<file path="src/hw/rtl/itw_first_set.sv">
`default_nettype none
// ----------------------------------------------------------------------------
// itw_first_set
// Finds the lowest set bit of a member mask and reports its index.
// ----------------------------------------------------------------------------
module itw_first_set #(
   parameter int WIDTH = 64
) (
   input  wire logic [WIDTH-1:0]         mask,
   output logic                          found,
   output logic [$clog2(WIDTH)-1:0]      index
);

   always_comb begin
      found = 1'b0;
      index = '0;
      for (int i = WIDTH - 1; i >= 0; i--) begin
         if (mask[i]) begin
            found = 1'b1;
            index = ($clog2(WIDTH))'(i);
         end
      end
   end

endmodule
`default_nettype wire
</file>
<file path="config.mk">
export PLATFORM = sky130hd
export DESIGN_NAME = itw_first_set
export DESIGN_NICKNAME = d
export VERILOG_FILES = /design/src/hw/rtl/itw_first_set.sv
export SDC_FILE = /design/constraint.sdc
export NUM_CORES = 1
export LEC_CHECK = 0
export ABC_CLOCK_PERIOD_IN_PS = 2400
export BUFFER_PORTS_ARGS = -buffer_cell sky130_fd_sc_hd__buf_2
export CORE_UTILIZATION = 42
export DETAILED_ROUTE_END_ITERATION = 16
export PLACE_DENSITY = 0.9
export SLEW_MARGIN = 20
export SYNTH_ARGS = -nofsm -noshare
export SYNTH_HDL_FRONTEND = slang
export SYNTH_SLANG_ARGS = --single-unit
export TNS_END_PERCENT = 50
</file>
<file path="constraint.sdc">
create_clock -name vclk -period 2.4
set_input_delay 0.36 -clock vclk [all_inputs]
set_output_delay 0.36 -clock vclk [all_outputs]
set_load 0.02 [all_outputs]
</file>
==> reports/qor.csv <==
stage,metric,value,unit
sta,setup violators final,0,
grt,first-pass GRT wire length,4.19,mm
power_and_ir_drop,sequential cell fraction of total power,0,
final_layout,register area,0,sq um
power_and_ir_drop,Pint,0.0675,mW
critical_path,CP arrival,1860,ps
placed_design,Routability Congestion,0.866,
final_layout,synthesis-to-finish area growth,51.6,%
grt,GR Util All Layers,0.260,
min_path,Hold Path Class,input port to output port,
floorplanning,Die W,44.6,microns
logic_synthesis,Post-Syn Instances,140,
routing,First DRT Iteration DRCs,61,
final_layout,fill count,171,
logic_synthesis,Cell variety after synth,34,
sta,final slew viol count,0,
flow_run,max cap viols,0,
power_and_ir_drop,Leak,0.530,nW
min_path,hold path depth,4,
power_and_ir_drop,combinational share of power,1.000,
power_and_ir_drop,sw power,0.0821,mW
clock_network,Post-CTS Hold Fix Bufs,0,
floorplanning,Std-Cell Core Area,1710,sq um
floorplanning,Initial Util,0.447,
logic_synthesis,Mean Syn Cell Area,5.45,sq um
final_layout,fin nets,278,
logic_synthesis,Syn Std Cell Area,763,sq um
routing,met2 WL,1.29,mm
final_layout,Seq Cell Count,0,
floorplanning,Die ar.,1990,sq um
routing,post-route ant nets,0,
power_and_ir_drop,total power,0.150,mW
grt,largest net degree at the start of global routing,6,
final_layout,"commonest non-fill, non-tap cell in the layout",buf_2,
logic_synthesis,syn nets,204,
sta,Fin Setup TNS,0,ps
power_and_ir_drop,Sw Ratio,0.549,
placed_design,dpl hpwl,2.30,mm
critical_path,worst-path maximum fanout,3,
min_path,HP Start,mask[1],
floorplanning,Die Y,44.6,microns
power_and_ir_drop,power per cell area,129,nW/um^2
grt,GR Overflow Total,0,
routing,WL/cell,11.1,microns
power_and_ir_drop,Clk pwr share,0,
power_and_ir_drop,peak supply drop,86.5,uV
routing,DR WL met3,187,microns
sta,RSZ-0062 raised after global routing,false,
clock_network,Post-CTS Resized,0,
sta,post-route setup slack,183,ps
critical_path,crit start category,input port,
placed_design,post-place setup slack,216,ps
min_path,Hold Path Sink,index[2],
routing,vias per cell,5.76,
final_layout,ANT cells,0,
grt,number of global-route vias before repair,1147,
sta,relative slew slack,0.628,
floorplanning,I/O pins,71,
grt,antenna violations before repair,0,
sta,fmax,451,MHz
routing,drt first pass iters,4,
critical_path,Crit Path Class,input port to output port,
routing,final WL,2.63,mm
sta,Tightest Pin Transition,553,ps
clock_network,Post-CTS Setup Bufs,0,
final_layout,layout cells sized above 1,0.358,
floorplanning,Cell Rows,15,
routing,Max Used Layer,met4,
routing,wl on met1,1.14,mm
sta,period utilization,0.924,
placed_design,number of port buffers,71,
critical_path,Critical Path RT,2040,ps
routing,Residual DRC,0,
routing,via count,1366,
run_status,status,completed,
sta,final hold vios,0,
sta,crit path time final,2220,ps
logic_synthesis,sequential area share after synthesis,0,
final_layout,most frequent cells in the layout,"71 x buf_2, 29 x nor2_1, 15 x nor4_1",
logic_synthesis,Yosys warnings,0,
critical_path,Crit. End Element,output port,
final_layout,clock buffers,0,
-- power groups by stage --
stage               clock, mW  combinational, mW  sequential [mW]
floorplan                   0             0.0542                0
global placement            0              0.144                0
detailed placement          0              0.147                0
CTS                         0              0.147                0
global route                0              0.165                0
finish                      0              0.150                0
-- cell usage after synthesis --
cell	count	share of area
a2111oi_0	1	0.011
a2111oi_1	1	0.013
a21boi_1	1	0.0098
a21oi_1	13	0.085
a221oi_1	1	0.011
a311oi_1	2	0.023
a31oi_1	2	0.016
a41oi_1	1	0.011
and3_1	2	0.016
and4_1	1	0.011
inv_1	12	0.059
nand2_1	8	0.039
nand2b_1	1	0.0082
nand3_1	4	0.026
nand4_1	2	0.016
nor2_1	29	0.14
nor2_2	1	0.0082
nor2b_1	3	0.025
nor3_1	11	0.072
nor4_1	15	0.12
o2111ai_1	1	0.011
o211ai_1	2	0.020
o21a_1	1	0.0098
o21ai_0	8	0.052
o21ai_1	4	0.026
o21bai_1	1	0.0098
o221ai_1	1	0.011
o2bb2ai_1	1	0.011
o311a_1	1	0.013
o311ai_1	2	0.023
o31ai_1	2	0.020
or2_1	1	0.0082
or4_1	1	0.0098
or4_4	3	0.044
-- critical path, stage by stage --
cell and delay, ps:
buf_2 110, or4_4 530, o21ai_1 150, a21oi_1 80, o21ai_1 140, o2111ai_1 140
a21boi_1 170, buf_2 180
-- area by class of cell --
type	count	area, sq um	share of cell area
tap	25	31.3	0.0270
timing repair buffer	72	363	0.314
inverter	12	45.0	0.0389
multi-input combinational	128	718	0.621
-- through the flow --
| stage | utilization | area (sq um) | hold WS, ps | std cells |
|---|---|---|---|---|
| after floorplan | - | 763 | 898 | 140 |
| after global placement | 0.678 | 1160 | 1150 | 237 |
| after detailed placement | 0.678 | 1160 | 1150 | 237 |
| after CTS | 0.678 | 1160 | 1150 | 237 |
| after global routing | 0.678 | 1160 | 1190 | 237 |
| final | 0.678 | 1160 | 1160 | 237 |
-- worst max-delay path by stage --
stage / slack, ps / start / end
2_1_floorplan: 350 / mask[56] / index[2]
3_5_place_dp: 220 / mask[56] / index[2]
5_1_grt: 70 / mask[56] / index[2]
3_3_place_gp: 220 / mask[56] / index[2]
6_report: 180 / mask[56] / index[2]
4_1_cts: 200 / mask[56] / index[2]
-- cell families (layout without fill, tap and decap cells) --
| logic type | count (synthesis) | in the layout | synth area share |
|---|---|---|---|
| compound gates | 46 | 46 | 0.390 |
| buf+inv | 12 | 84 | 0.0590 |
| simple gates | 82 | 82 | 0.551 |
-- metal layers --
metal | global-route usage | vias up
met5 | 0 | -
met4 | 0.0424 | 0
met3 | 0.00816 | 2
met2 | 0.500 | 66
met1 | 0.320 | 605
li1 | - | 693
(Power assumes the default switching activity.)
